==> src/hdl/lwc_pkg.sv <==
package lwc_pkg;
    localparam int COORD_WIDTH_DEF = 16;
    localparam int CFG_INDEX_WIDTH = 2;
    localparam logic [3:0] CODE_TOP    = 4'h1;
    localparam logic [3:0] CODE_BOTTOM = 4'h2;
    localparam logic [3:0] CODE_RIGHT  = 4'h4;
    localparam logic [3:0] CODE_LEFT   = 4'h8;
    localparam logic [1:0] REG_X_MIN = 2'd0;
    localparam logic [1:0] REG_Y_MIN = 2'd1;
    localparam logic [1:0] REG_X_MAX = 2'd2;
    localparam logic [1:0] REG_Y_MAX = 2'd3;
    localparam int MAX_CLIPS = 4;

    typedef struct packed {
        logic load;
        logic setup;
        logic mul;
        logic div_start;
        logic update;
        logic finish;
    } t_cmd;

    typedef struct packed {
        logic both_in;
        logic reject;
        logic div_done;
    } t_status;
endpackage

==> src/hdl/lwc_if.sv <==
interface lwc_seg_if #(parameter int W = 16);
    logic valid;
    logic ready;
    logic signed [W-1:0] start_x;
    logic signed [W-1:0] start_y;
    logic signed [W-1:0] end_x;
    logic signed [W-1:0] end_y;
    modport source (output valid, start_x, start_y, end_x, end_y, input ready);
    modport sink (input valid, start_x, start_y, end_x, end_y, output ready);
endinterface

interface lwc_res_if #(parameter int W = 16);
    logic valid;
    logic ready;
    logic accepted;
    logic signed [W-1:0] clipped_start_x;
    logic signed [W-1:0] clipped_start_y;
    logic signed [W-1:0] clipped_end_x;
    logic signed [W-1:0] clipped_end_y;
    modport source (output valid, accepted, clipped_start_x, clipped_start_y,
                    clipped_end_x, clipped_end_y, input ready);
    modport sink (input valid, accepted, clipped_start_x, clipped_start_y,
                  clipped_end_x, clipped_end_y, output ready);
endinterface

==> src/hdl/lwc_datapath.sv <==
module lwc_datapath
    import lwc_pkg::*;
#(
    parameter int W = COORD_WIDTH_DEF
) (
    input  logic i_clk,
    input  logic i_rst_n,
    input  t_cmd i_cmd,
    output t_status o_status,
    input  logic signed [W-1:0] i_x0, i_y0, i_x1, i_y1,
    input  logic signed [W-1:0] i_xmin, i_ymin, i_xmax, i_ymax,
    output logic o_accept,
    output logic signed [W-1:0] o_x0, o_y0, o_x1, o_y1
);
    localparam int DW = W + 1;
    localparam int PW = 2 * DW;
    localparam int CW = $clog2(PW + 1);

    logic signed [W-1:0] r_x0, r_y0, r_x1, r_y1;
    logic [3:0] r_c0, r_c1;
    logic signed [DW-1:0] r_delta, r_num, r_den;
    logic r_neg, r_sel1, r_horiz;
    logic signed [W-1:0] r_edge, r_base;
    logic [PW-1:0] r_prod;
    logic [DW-1:0] r_rem;
    logic [CW-1:0] r_cnt;
    logic r_busy;
    logic r_accept;
    logic signed [W-1:0] r_ox0, r_oy0, r_ox1, r_oy1;

    function automatic logic [3:0] region(input logic signed [W-1:0] x, y,
        input logic signed [W-1:0] xmin, ymin, xmax, ymax);
        logic [3:0] c;
        c = 4'h0;
        if (y > ymax) c = c | CODE_TOP;
        else if (y < ymin) c = c | CODE_BOTTOM;
        if (x > xmax) c = c | CODE_RIGHT;
        else if (x < xmin) c = c | CODE_LEFT;
        return c;
    endfunction

    function automatic logic [DW-1:0] mag(input logic signed [DW-1:0] v);
        return v[DW-1] ? DW'(-v) : DW'(v);
    endfunction

    logic [3:0] co;
    logic signed [DW-1:0] n_delta, n_num, n_den;
    logic signed [W-1:0] n_edge, n_base;
    logic n_horiz;
    logic [DW:0] rem_sh, rem_sub;
    logic signed [W-1:0] res_q, nx, ny;
    logic [3:0] nc;
    logic both_in;

    always_comb begin
        co = (r_c0 != 4'h0) ? r_c0 : r_c1;
        n_horiz = 1'b0;
        n_edge = i_xmin;
        if ((co & CODE_TOP) != 4'h0) begin
            n_horiz = 1'b1;
            n_edge = i_ymax;
        end else if ((co & CODE_BOTTOM) != 4'h0) begin
            n_horiz = 1'b1;
            n_edge = i_ymin;
        end else if ((co & CODE_RIGHT) != 4'h0) begin
            n_edge = i_xmax;
        end
        if (n_horiz) begin
            n_delta = DW'(r_x1) - DW'(r_x0);
            n_num = DW'(n_edge) - DW'(r_y0);
            n_den = DW'(r_y1) - DW'(r_y0);
            n_base = r_x0;
        end else begin
            n_delta = DW'(r_y1) - DW'(r_y0);
            n_num = DW'(n_edge) - DW'(r_x0);
            n_den = DW'(r_x1) - DW'(r_x0);
            n_base = r_y0;
        end
        rem_sh = {r_rem, r_prod[PW-1]};
        rem_sub = rem_sh - {1'b0, mag(r_den)};
        res_q = r_neg ? W'(r_base - W'(r_prod)) : W'(r_base + W'(r_prod));
        nx = r_horiz ? res_q : r_edge;
        ny = r_horiz ? r_edge : res_q;
        nc = region(nx, ny, i_xmin, i_ymin, i_xmax, i_ymax);
        both_in = (r_c0 == 4'h0) && (r_c1 == 4'h0);
    end

    always_ff @(posedge i_clk) begin
        if (!i_rst_n) begin
            r_busy <= 1'b0;
            r_cnt <= '0;
        end else if (i_cmd.div_start) begin
            r_busy <= 1'b1;
            r_cnt <= CW'(PW);
        end else if (r_busy) begin
            r_cnt <= r_cnt - 1'b1;
            if (r_cnt == CW'(1)) r_busy <= 1'b0;
        end
        if (i_cmd.load) begin
            r_x0 <= i_x0;
            r_y0 <= i_y0;
            r_x1 <= i_x1;
            r_y1 <= i_y1;
            r_c0 <= region(i_x0, i_y0, i_xmin, i_ymin, i_xmax, i_ymax);
            r_c1 <= region(i_x1, i_y1, i_xmin, i_ymin, i_xmax, i_ymax);
        end
        if (i_cmd.setup) begin
            r_delta <= n_delta;
            r_num <= n_num;
            r_den <= n_den;
            r_neg <= (n_delta[DW-1] ^ n_num[DW-1]) ^ n_den[DW-1];
            r_edge <= n_edge;
            r_base <= n_base;
            r_horiz <= n_horiz;
            r_sel1 <= (r_c0 == 4'h0);
        end
        if (i_cmd.mul) begin
            r_prod <= PW'(mag(r_delta)) * PW'(mag(r_num));
        end
        if (i_cmd.div_start) begin
            r_rem <= '0;
        end else if (r_busy) begin
            if (!rem_sub[DW]) begin
                r_rem <= rem_sub[DW-1:0];
                r_prod <= {r_prod[PW-2:0], 1'b1};
            end else begin
                r_rem <= rem_sh[DW-1:0];
                r_prod <= {r_prod[PW-2:0], 1'b0};
            end
        end
        if (i_cmd.update) begin
            if (!r_sel1) begin
                r_x0 <= nx;
                r_y0 <= ny;
                r_c0 <= nc;
            end else begin
                r_x1 <= nx;
                r_y1 <= ny;
                r_c1 <= nc;
            end
        end
        if (i_cmd.finish) begin
            r_accept <= both_in;
            r_ox0 <= both_in ? r_x0 : '0;
            r_oy0 <= both_in ? r_y0 : '0;
            r_ox1 <= both_in ? r_x1 : '0;
            r_oy1 <= both_in ? r_y1 : '0;
        end
    end

    assign o_status.both_in = both_in;
    assign o_status.reject = ((r_c0 & r_c1) != 4'h0) || (i_xmin > i_xmax)
        || (i_ymin > i_ymax);
    assign o_status.div_done = r_busy && (r_cnt == CW'(1));
    assign o_accept = r_accept;
    assign o_x0 = r_ox0;
    assign o_y0 = r_oy0;
    assign o_x1 = r_ox1;
    assign o_y1 = r_oy1;
endmodule

==> src/hdl/lwc_ctrl.sv <==
module lwc_ctrl
    import lwc_pkg::*;
(
    input  logic i_clk,
    input  logic i_rst_n,
    input  logic i_in_valid,
    output logic o_in_ready,
    output logic o_out_valid,
    input  logic i_out_ready,
    input  t_status i_status,
    output t_cmd o_cmd
);
    localparam logic [2:0] S_IDLE = 3'd0;
    localparam logic [2:0] S_TEST = 3'd1;
    localparam logic [2:0] S_MUL  = 3'd2;
    localparam logic [2:0] S_DIVS = 3'd3;
    localparam logic [2:0] S_DIV  = 3'd4;
    localparam logic [2:0] S_UPD  = 3'd5;
    localparam logic [2:0] S_OUT  = 3'd6;
    localparam logic [2:0] S_SET  = 3'd7;

    logic [2:0] r_state, n_state;
    logic [2:0] r_clips, n_clips;
    logic r_valid, n_valid;

    always_comb begin
        n_state = r_state;
        n_clips = r_clips;
        n_valid = r_valid;
        o_cmd = '0;
        if (r_valid && i_out_ready) n_valid = 1'b0;
        unique case (r_state)
            S_IDLE: begin
                if (i_in_valid) begin
                    o_cmd.load = 1'b1;
                    n_clips = '0;
                    n_state = S_TEST;
                end
            end
            S_TEST: begin
                if (i_status.both_in || i_status.reject
                    || r_clips == 3'(MAX_CLIPS)) begin
                    n_state = S_OUT;
                end else begin
                    o_cmd.setup = 1'b1;
                    n_state = S_MUL;
                end
            end
            S_MUL: begin
                o_cmd.mul = 1'b1;
                n_state = S_DIVS;
            end
            S_DIVS: begin
                o_cmd.div_start = 1'b1;
                n_state = S_DIV;
            end
            S_DIV: if (i_status.div_done) n_state = S_UPD;
            S_UPD: begin
                o_cmd.update = 1'b1;
                n_clips = r_clips + 3'd1;
                n_state = S_TEST;
            end
            S_OUT: begin
                if (!r_valid || i_out_ready) begin
                    o_cmd.finish = 1'b1;
                    n_valid = 1'b1;
                    n_state = S_IDLE;
                end
            end
            default: n_state = S_IDLE;
        endcase
    end

    assign o_in_ready = (r_state == S_IDLE);
    assign o_out_valid = r_valid;

    always_ff @(posedge i_clk) begin
        if (!i_rst_n) begin
            r_state <= S_IDLE;
            r_clips <= '0;
            r_valid <= 1'b0;
        end else begin
            r_state <= n_state;
            r_clips <= n_clips;
            r_valid <= n_valid;
        end
    end

    a_finish_raises: assert property (@(posedge i_clk) disable iff (!i_rst_n)
        o_cmd.finish |=> r_valid)
        else $error("result not raised");
    a_result_held: assert property (@(posedge i_clk) disable iff (!i_rst_n)
        r_valid && !i_out_ready |=> r_valid)
        else $error("result dropped");
    a_clip_limit: assert property (@(posedge i_clk) disable iff (!i_rst_n)
        r_clips <= 3'(MAX_CLIPS))
        else $error("too many clips");
endmodule

==> src/hdl/line_window_clipper_core.sv <==
// Channel  Dir  Payload
// i_seg    in   start_x, start_y, end_x, end_y
// o_res    out  accepted, clipped_start_x/y, clipped_end_x/y
// cfg      in   i_cfg_we, i_cfg_index, i_cfg_data
// An item makes up to MAX_CLIPS edge clips, each through the bit-serial divider.
// Reset is synchronous and active low; the window returns to 0, 0, 639, 479.
// A held result does not block the next input transfer; only the finishing step
// waits until the output register is free.
module line_window_clipper_core
    import lwc_pkg::*;
#(
    parameter int COORD_WIDTH = COORD_WIDTH_DEF
) (
    input  logic i_clk,
    input  logic i_rst_n,
    input  logic i_cfg_we,
    input  logic [CFG_INDEX_WIDTH-1:0] i_cfg_index,
    input  logic [COORD_WIDTH-1:0] i_cfg_data,
    lwc_seg_if.sink i_seg,
    lwc_res_if.source o_res
);
    logic signed [COORD_WIDTH-1:0] r_xmin, r_ymin, r_xmax, r_ymax;
    t_cmd cmd;
    t_status status;

    always_ff @(posedge i_clk) begin
        if (!i_rst_n) begin
            r_xmin <= '0;
            r_ymin <= '0;
            r_xmax <= COORD_WIDTH'(639);
            r_ymax <= COORD_WIDTH'(479);
        end else if (i_cfg_we) begin
            unique case (i_cfg_index)
                REG_X_MIN: r_xmin <= i_cfg_data;
                REG_Y_MIN: r_ymin <= i_cfg_data;
                REG_X_MAX: r_xmax <= i_cfg_data;
                REG_Y_MAX: r_ymax <= i_cfg_data;
                default: ;
            endcase
        end
    end

    lwc_ctrl u_ctrl (
        .i_clk(i_clk), .i_rst_n(i_rst_n),
        .i_in_valid(i_seg.valid), .o_in_ready(i_seg.ready),
        .o_out_valid(o_res.valid), .i_out_ready(o_res.ready),
        .i_status(status), .o_cmd(cmd)
    );

    lwc_datapath #(.W(COORD_WIDTH)) u_dp (
        .i_clk(i_clk), .i_rst_n(i_rst_n), .i_cmd(cmd), .o_status(status),
        .i_x0(i_seg.start_x), .i_y0(i_seg.start_y),
        .i_x1(i_seg.end_x), .i_y1(i_seg.end_y),
        .i_xmin(r_xmin), .i_ymin(r_ymin), .i_xmax(r_xmax), .i_ymax(r_ymax),
        .o_accept(o_res.accepted),
        .o_x0(o_res.clipped_start_x), .o_y0(o_res.clipped_start_y),
        .o_x1(o_res.clipped_end_x), .o_y1(o_res.clipped_end_y)
    );
endmodule

==> src/flat_wrapper.sv <==
// flat-port wrapper written by rule: the top's interface ports become plain ports
module line_window_clipper_core_flat import lwc_pkg::*;
#(
    parameter int COORD_WIDTH = COORD_WIDTH_DEF
)
  (i_clk, i_rst_n, i_cfg_we, i_cfg_index, i_cfg_data, i_seg_valid, i_seg_start_x, i_seg_start_y, i_seg_end_x, i_seg_end_y, i_seg_ready, o_res_valid, o_res_accepted, o_res_clipped_start_x, o_res_clipped_start_y, o_res_clipped_end_x, o_res_clipped_end_y, o_res_ready);
  lwc_seg_if #(.W((16))) i_seg_i ();
  lwc_res_if #(.W((16))) o_res_i ();
  input  logic i_clk;
  input  logic i_rst_n;
  input  logic i_cfg_we;
  input  logic [CFG_INDEX_WIDTH-1:0] i_cfg_index;
  input  logic [COORD_WIDTH-1:0] i_cfg_data;
  input wire logic [$bits(i_seg_i.valid)-1:0] i_seg_valid;
  input wire logic [$bits(i_seg_i.start_x)-1:0] i_seg_start_x;
  input wire logic [$bits(i_seg_i.start_y)-1:0] i_seg_start_y;
  input wire logic [$bits(i_seg_i.end_x)-1:0] i_seg_end_x;
  input wire logic [$bits(i_seg_i.end_y)-1:0] i_seg_end_y;
  output wire logic [$bits(i_seg_i.ready)-1:0] i_seg_ready;
  output wire logic [$bits(o_res_i.valid)-1:0] o_res_valid;
  output wire logic [$bits(o_res_i.accepted)-1:0] o_res_accepted;
  output wire logic [$bits(o_res_i.clipped_start_x)-1:0] o_res_clipped_start_x;
  output wire logic [$bits(o_res_i.clipped_start_y)-1:0] o_res_clipped_start_y;
  output wire logic [$bits(o_res_i.clipped_end_x)-1:0] o_res_clipped_end_x;
  output wire logic [$bits(o_res_i.clipped_end_y)-1:0] o_res_clipped_end_y;
  input wire logic [$bits(o_res_i.ready)-1:0] o_res_ready;
  assign i_seg_i.valid = i_seg_valid;
  assign i_seg_i.start_x = i_seg_start_x;
  assign i_seg_i.start_y = i_seg_start_y;
  assign i_seg_i.end_x = i_seg_end_x;
  assign i_seg_i.end_y = i_seg_end_y;
  assign i_seg_ready = i_seg_i.ready;
  assign o_res_valid = o_res_i.valid;
  assign o_res_accepted = o_res_i.accepted;
  assign o_res_clipped_start_x = o_res_i.clipped_start_x;
  assign o_res_clipped_start_y = o_res_i.clipped_start_y;
  assign o_res_clipped_end_x = o_res_i.clipped_end_x;
  assign o_res_clipped_end_y = o_res_i.clipped_end_y;
  assign o_res_i.ready = o_res_ready;
  line_window_clipper_core #(.COORD_WIDTH(COORD_WIDTH)) u_core (.i_clk(i_clk), .i_rst_n(i_rst_n), .i_cfg_we(i_cfg_we), .i_cfg_index(i_cfg_index), .i_cfg_data(i_cfg_data), .i_seg(i_seg_i), .o_res(o_res_i));
endmodule
==> config.mk <==
export PLATFORM = sky130hd
export DESIGN_NAME = line_window_clipper_core_flat
export DESIGN_NICKNAME = d
export VERILOG_FILES = /design/src/hdl/lwc_pkg.sv /design/src/hdl/lwc_if.sv /design/src/hdl/lwc_datapath.sv /design/src/hdl/lwc_ctrl.sv /design/src/hdl/line_window_clipper_core.sv /design/src/flat_wrapper.sv
export SDC_FILE = /design/constraint.sdc
export NUM_CORES = 2
export LEC_CHECK = 0
export BUFFER_PORTS_ARGS = -buffer_cell sky130_fd_sc_hd__buf_2
export CAP_MARGIN = 20
export CORE_MARGIN = 2
export CORE_UTILIZATION = 35
export CTS_BUF_LIST = sky130_fd_sc_hd__clkbuf_4
export DETAILED_ROUTE_END_ITERATION = 16
export HOLD_SLACK_MARGIN = 0.02
export PLACE_DENSITY = 0.59
export SYNTH_ARGS = -nofsm -noshare
export SYNTH_HDL_FRONTEND = slang
export SYNTH_SLANG_ARGS = --single-unit
==> constraint.sdc <==
create_clock -name i_clk -period 8.28 [get_ports i_clk]
set_clock_uncertainty 0.1 [all_clocks]
set_input_delay 1.656 -clock i_clk [delete_from_list [all_inputs] [get_ports i_clk]]
set_output_delay 1.656 -clock i_clk [all_outputs]
set_load 0.01 [all_outputs]
== Word-level counts from Yosys, hierarchy flattened ==
Cells that the tools add are included.
Cells by class
  multipliers: 1
  shifts and indexed selects: 0
  $lt $le $gt $ge: 14
  divide/modulo/power cells: 0
  reduce and logical (&&, ||, !) cells: 24
  bitwise gates (word level): 4
  $add $sub $neg: 12
  equal/unequal tests: 14
  muxes and demuxes: 75
Operators with widths (number)
  16-bit two-way mux: 19
  16-bit > comparator: 8
  17-bit two-way mux: 7
  34-bit two-way mux: 3
  16-bit < comparator: 6
  16-bit by 16-bit subtractor with 17-bit output: 4
  17-bit negation: 3
  4-bit two-way mux: 12
  17-bit by 17-bit multiplier with 34-bit output: 1
  3-bit one-hot mux with 7 select lines: 1
  1-bit two-way mux: 18
  3-bit two-way mux: 6
  18-bit by 17-bit subtractor with 18-bit output: 1
  16-bit adder: 1
  16-bit subtractor: 1
  3-bit == test (second input constant): 4
  2-bit two-way mux: 6
  6-bit two-way mux: 2
  2-bit AND reduction: 5
  4-bit logical NOT: 2
  4-bit nonzero test: 2
  3-bit by 2-bit == test with 1-bit output (second input constant): 2
  6-bit by 1-bit == test with 1-bit output (second input constant): 1
  3-bit one-hot mux with 2 select lines: 1
  18 further kinds: 28
Word-level totals
  output and inout port bits: 67
  memories kept: 0
  bits in read-only memories: 0
  logic and storage cells: 175
  bits in latches: 0
  bits of input ports: 87
  RAM bits: 0
  bits in registers: 352

== Longest topological paths before layout ==
  word-level depth: 10
  gate-level depth with buffers: 31
  depth with buffers taken out: 28

== Hierarchy ==
From an unflattened synthesis, not the netlist that was laid out.
Second synthesis, totals
  cell total of the unflattened synthesis: 3783
  area, all modules: 34028.9 um2
By module, submodules not included
  lwc_datapath: cells an instance 3485, area an instance 31061.0 um2, seq. area each 7136.8 um2, instances 1
  line_window_clipper_core: cells an instance 244, area an instance 2529.9 um2, seq. area each 1281.2 um2, instances 1
  lwc_ctrl: cells an instance 54, area an instance 437.9 um2, seq. area each 140.1 um2, instances 1

== Worst setup path after synthesis ==
No wires, ideal clock.
  path type: register to register
  start: register u_core.r_xmax[1]
  end: register u_core.u_dp.r_base[0], enable pin
  period minus slack after synthesis: 8858 ps
  path buffers: 0
  setup slack: -578 ps
  required time: 7526 ps
  cell stages (with the launch flop): 12
  setup time: 654 ps
  arrival time: 8104 ps
  cell sequence: dfxtp_1 inv_1 ha_1 nor2b_1 o21a_1 o21a_1 o21ai_0 a21oi_1 a211oi_1 o2111a_1 o211ai_1 nor3b_1
RTL lines
  from (decl): line line_window_clipper_core.sv:22  | logic signed [COORD_WIDTH-1:0] r_xmin, r_ymin, r_xmax, r_ymax;
  from (signal assigned): line line_window_clipper_core.sv:36  | REG_X_MAX: r_xmax <= i_cfg_data;
  to (signal assigned): line lwc_datapath.sv:113  | r_base <= n_base;
  to (decl): line lwc_datapath.sv:23  | logic signed [W-1:0] r_edge, r_base;

== Worst setup path after layout ==
  start: register u_core.u_dp.r_delta[1]
  end: register u_core.u_dp.r_prod[30]
On the way
  longest elaborated chain between the ends: 6
Ends and longest elaborated chain
  from (decl): line lwc_datapath.sv:21  | logic signed [DW-1:0] r_delta, r_num, r_den;
  from (signal assigned): line lwc_datapath.sv:108  | r_delta <= n_delta;
  17-bit negation: line lwc_datapath.sv:43  | return v[DW-1] ? DW'(-v) : DW'(v);
  17-bit two-way mux *: line lwc_datapath.sv:43
  17-bit by 17-bit multiplier with 34-bit output *: line lwc_datapath.sv:118  | r_prod <= PW'(mag(r_delta)) * PW'(mag(r_num));
  34-bit two-way mux *: line lwc_datapath.sv:117  | if (i_cmd.mul) begin
  34-bit two-way mux: line lwc_datapath.sv:122  | end else if (r_busy) begin
  34-bit two-way mux *: line lwc_datapath.sv:120  | if (i_cmd.div_start) begin
  to (signal assigned): line lwc_datapath.sv:118
  to (signal assigned): line lwc_datapath.sv:125  | r_prod <= {r_prod[PW-2:0], 1'b1};
  to (signal assigned): line lwc_datapath.sv:128  | r_prod <= {r_prod[PW-2:0], 1'b0};
  to (decl): line lwc_datapath.sv:24  | logic [PW-1:0] r_prod;
Every way passes the cells marked *; elsewhere a longest branch is shown, timed or not.
A chain may end at the register's enable or synchronous reset.

==> impl_metrics.json <==
{
  "startpoint": "u_core.u_dp.r_delta[1]$_DFFE_PP_",
  "die_x_microns": 315,
  "numClockSinks": 352,
  "die_h_microns": 315,
  "dp_slack_ns": 0.0908,
  "synth-compound-area-share": 0.155,
  "status": "finished clean",
  "routed_wl_microns": 112000,
  "netlist_area_sq_um": 33800,
  "antenna_left": 0,
  "worst-slew-pin-transition_ns": 1.13,
  "synth-adder-area-share": 0.289,
  "finalCritPeriodShare": 0.957,
  "drive_above_1_share": 0.117,
  "hp-start": "u_core.u_dp.r_prod[24]$_DFF_P_",
  "synth_area_leaders": "ha_1 (15%), fa_1 (14%), edfxtp_1 (13%), dfxtp_1 (12%), nand2_1 (6.8%)",
  "portBuffers": 153,
  "async_flop_share": 0,
  "synth_top_family_by_area": "adder cells",
  "drv_cap": 0,
  "clk_pin_slew_ns": 0.07,
  "yosysWarnings": 0,
  "vias": 29300,
  "avgSynthCellArea_sq_um": 8.53,
  "stdcell_count": 5513,
  "end_kind": "flip-flop",
  "holdPathStages": 2,
  "slew_headroom": 0.239,
  "grt_pass1_wl_microns": 171000,
  "synth_top_area_cell": "ha_1",
  "rows": 113,
  "coreArea_sq_um": 95300,
  "criticalPathCategory": "reg2reg",
  "grt_pass1_vias": 28600,
  "io_pins": 154,
  "synth_mux_area_frac": 0.0188,
  "worstPathArrival_ns": 8.62,
  "overflow": 0,
  "setup_viol": 0,
  "die-area_sq_um": 99000,
  "cts_max_level": 3,
  "viasPerCell": 5.31,
  "dp_hpwl_microns": 89700,
  "clockBufferDepth": 3,
  "fin_nets": 4892,
  "yosys.area_share.xor_xnor": 0.0466,
  "grtUsageTotal": 0.226,
  "final-max-slew-violation-count": 0,
  "grt_antenna_before_repair": 4,
  "fmax_mhz": 126,
  "layout_common_cells": "nand2_1 (605), inv_1 (449), ha_1 (409)",
  "yosys.area_share.simple": 0.170,
  "ys.flop_type": "dfxtp_1",
  "ctsHoldBuffers": 0,
  "cp_max_fo": 7,
  "yosysSeqAreaShare": 0.253,
  "cp.required_ns": 8.97,
  "first_pass_iters": 6,
  "drc_errors": 0,
  "clk_latency_ns": 0.91,
  "start_util": 0.354,
  "wl_per_cell_microns": 20.4,
  "rr_worst_depth": 27,
  "synth_top_cell_area_share": 0.153,
  "ys_types": 86,
  "synth-edff-count": 151,
  "cts-buffers-inserted": 99,
  "synth_cells": 3959,
  "first_iter_violations": 2378,
  "whs_ns": 0.351,
  "cts_root_buf": "clkbuf_4",
  "cp-start-kind": "flip-flop",
  "hold_viol_final": 0,
  "place.gp.congestion": 0.990,
  "reg2reg_from": "u_core.u_dp.r_delta[1]$_DFFE_PP_",
  "syn_nets": 4689,
  "final_common_cell": "nand2_1",
  "hp-class": "reg2reg",
  "area_growth_pct": 12.2,
  "ys_ff_latch": 352,
  "setup_slack_ns": 0.357,
  "place_inst": 5322,
  "period_needed_ns": 7.92,
  "grt_max_degree": 97,
  "cts_tree": "yes"
}
-- flip-flops by register name, indices dropped and copies added (netlist names), 17 cells and up --
register	flops
u_core.u_dp.r_delta	17
u_core.u_dp.r_den	17
u_core.u_dp.r_num	17
u_core.u_dp.r_prod	34
u_core.u_dp.r_rem	17
-- synth_stat cells, types with 7 or more instances --
master and n:
nand3b_1 9, nand4_1 33, nor3_1 40, clkbuf_1 133
a211oi_1 38, o31a_1 11, o21bai_1 7, nand2b_1 31
and2_1 20, xnor2_1 105, nand3_1 35, ha_1 414
a21oi_1 230, and3_1 86, or3_1 19, nor2_1 328
fa_1 229, a21boi_0 56, inv_1 449, xor2_1 71
nor2b_1 34, dfxtp_1 201, buf_1 9, o211ai_1 22
edfxtp_1 151, a2111oi_0 10, o31ai_1 15, mux2i_1 33
a31oi_1 52, a21o_1 65, o21a_1 32, nand2_1 608
o21ai_0 221, nor4_1 16, mux2_2 27
-- final timing paths --
check,end,slack (ns)
hold reg to reg,u_core.u_dp.r_prod[25]$_DFF_P_,0.35
setup reg to reg,u_core.u_dp.r_prod[30]$_DFF_P_,0.36
hold / removal,u_core.u_dp.r_prod[25]$_DFF_P_,0.35
setup / recovery,u_core.u_dp.r_prod[30]$_DFF_P_,0.36
-- per-layer routing --
metal  vias to the layer above  track usage  wire length (microns)
met5                         -            0                      0
met4                         0       0.0866                   4130
met3                       207       0.0332                   7150
met2                       991        0.372                  52600
met1                     14100        0.298                  48300
li1                      14000            -                      -
-- repair_timing --
action                     4_1_cts  5_1_grt
gates resized for setup          0       28
setup endpoints to repair        0       11
buffers inserted                 0        3
-- kinds of logic after synthesis --
| kind of cell | Yosys count |
|---|---|
| AO/OA/AOI/OAI | 830 |
| XOR/XNOR | 178 |
| multiplexers | 60 |
| buffers and inverters | 602 |
| AND/OR/NAND/NOR | 1294 |
| flip-flops | 352 |
| adder cells (fa/ha/maj) | 643 |
-- critical path: stages, from the launching register on --
cell and delay [ns]:
edfxtp_1 0.39, inv_1 0.13, ha_1 0.17, nand2_1 0.08, or4_1 0.48, or3_4 0.42, o31a_1 0.28, xor2_2 0.22
nand2_1 0.11, fa_1 0.49, fa_1 0.54, fa_1 0.52, inv_1 0.05, fa_1 0.47, fa_1 0.54, inv_1 0.05
fa_1 0.55, inv_1 0.05, ha_2 0.32, a21oi_1 0.16, nor2b_1 0.07, o21a_1 0.18, o31a_1 0.30, o311a_4 0.41
a311o_1 0.33, a21oi_1 0.17, xor2_1 0.16, o21ai_1 0.08
-- cell type report --
type,instances,area (sq um)
Fill cell,9877,57400
Multi-Input combinational cell,3005,23200
Inverter,451,1690
Antenna cell,2,5.00
Clock buffer,133,998
Clock inverter,52,360
Timing Repair Buffer,253,1540
Tap cell,1265,1580
Sequential cell,352,8560
-- stage by stage --
stage                util  area, sq um  setup TNS, ns
detailed placement  0.381        36300              0
global placement    0.381        36300              0
floorplan               -        33800              0
finish              0.398        37900              0
CTS                 0.396        37700              0
global route        0.398        37900       -0.00194
Power is left out: the tool's default activity adds up to more than one toggle a clock period on the data nets, which glitch-free logic cannot reach.
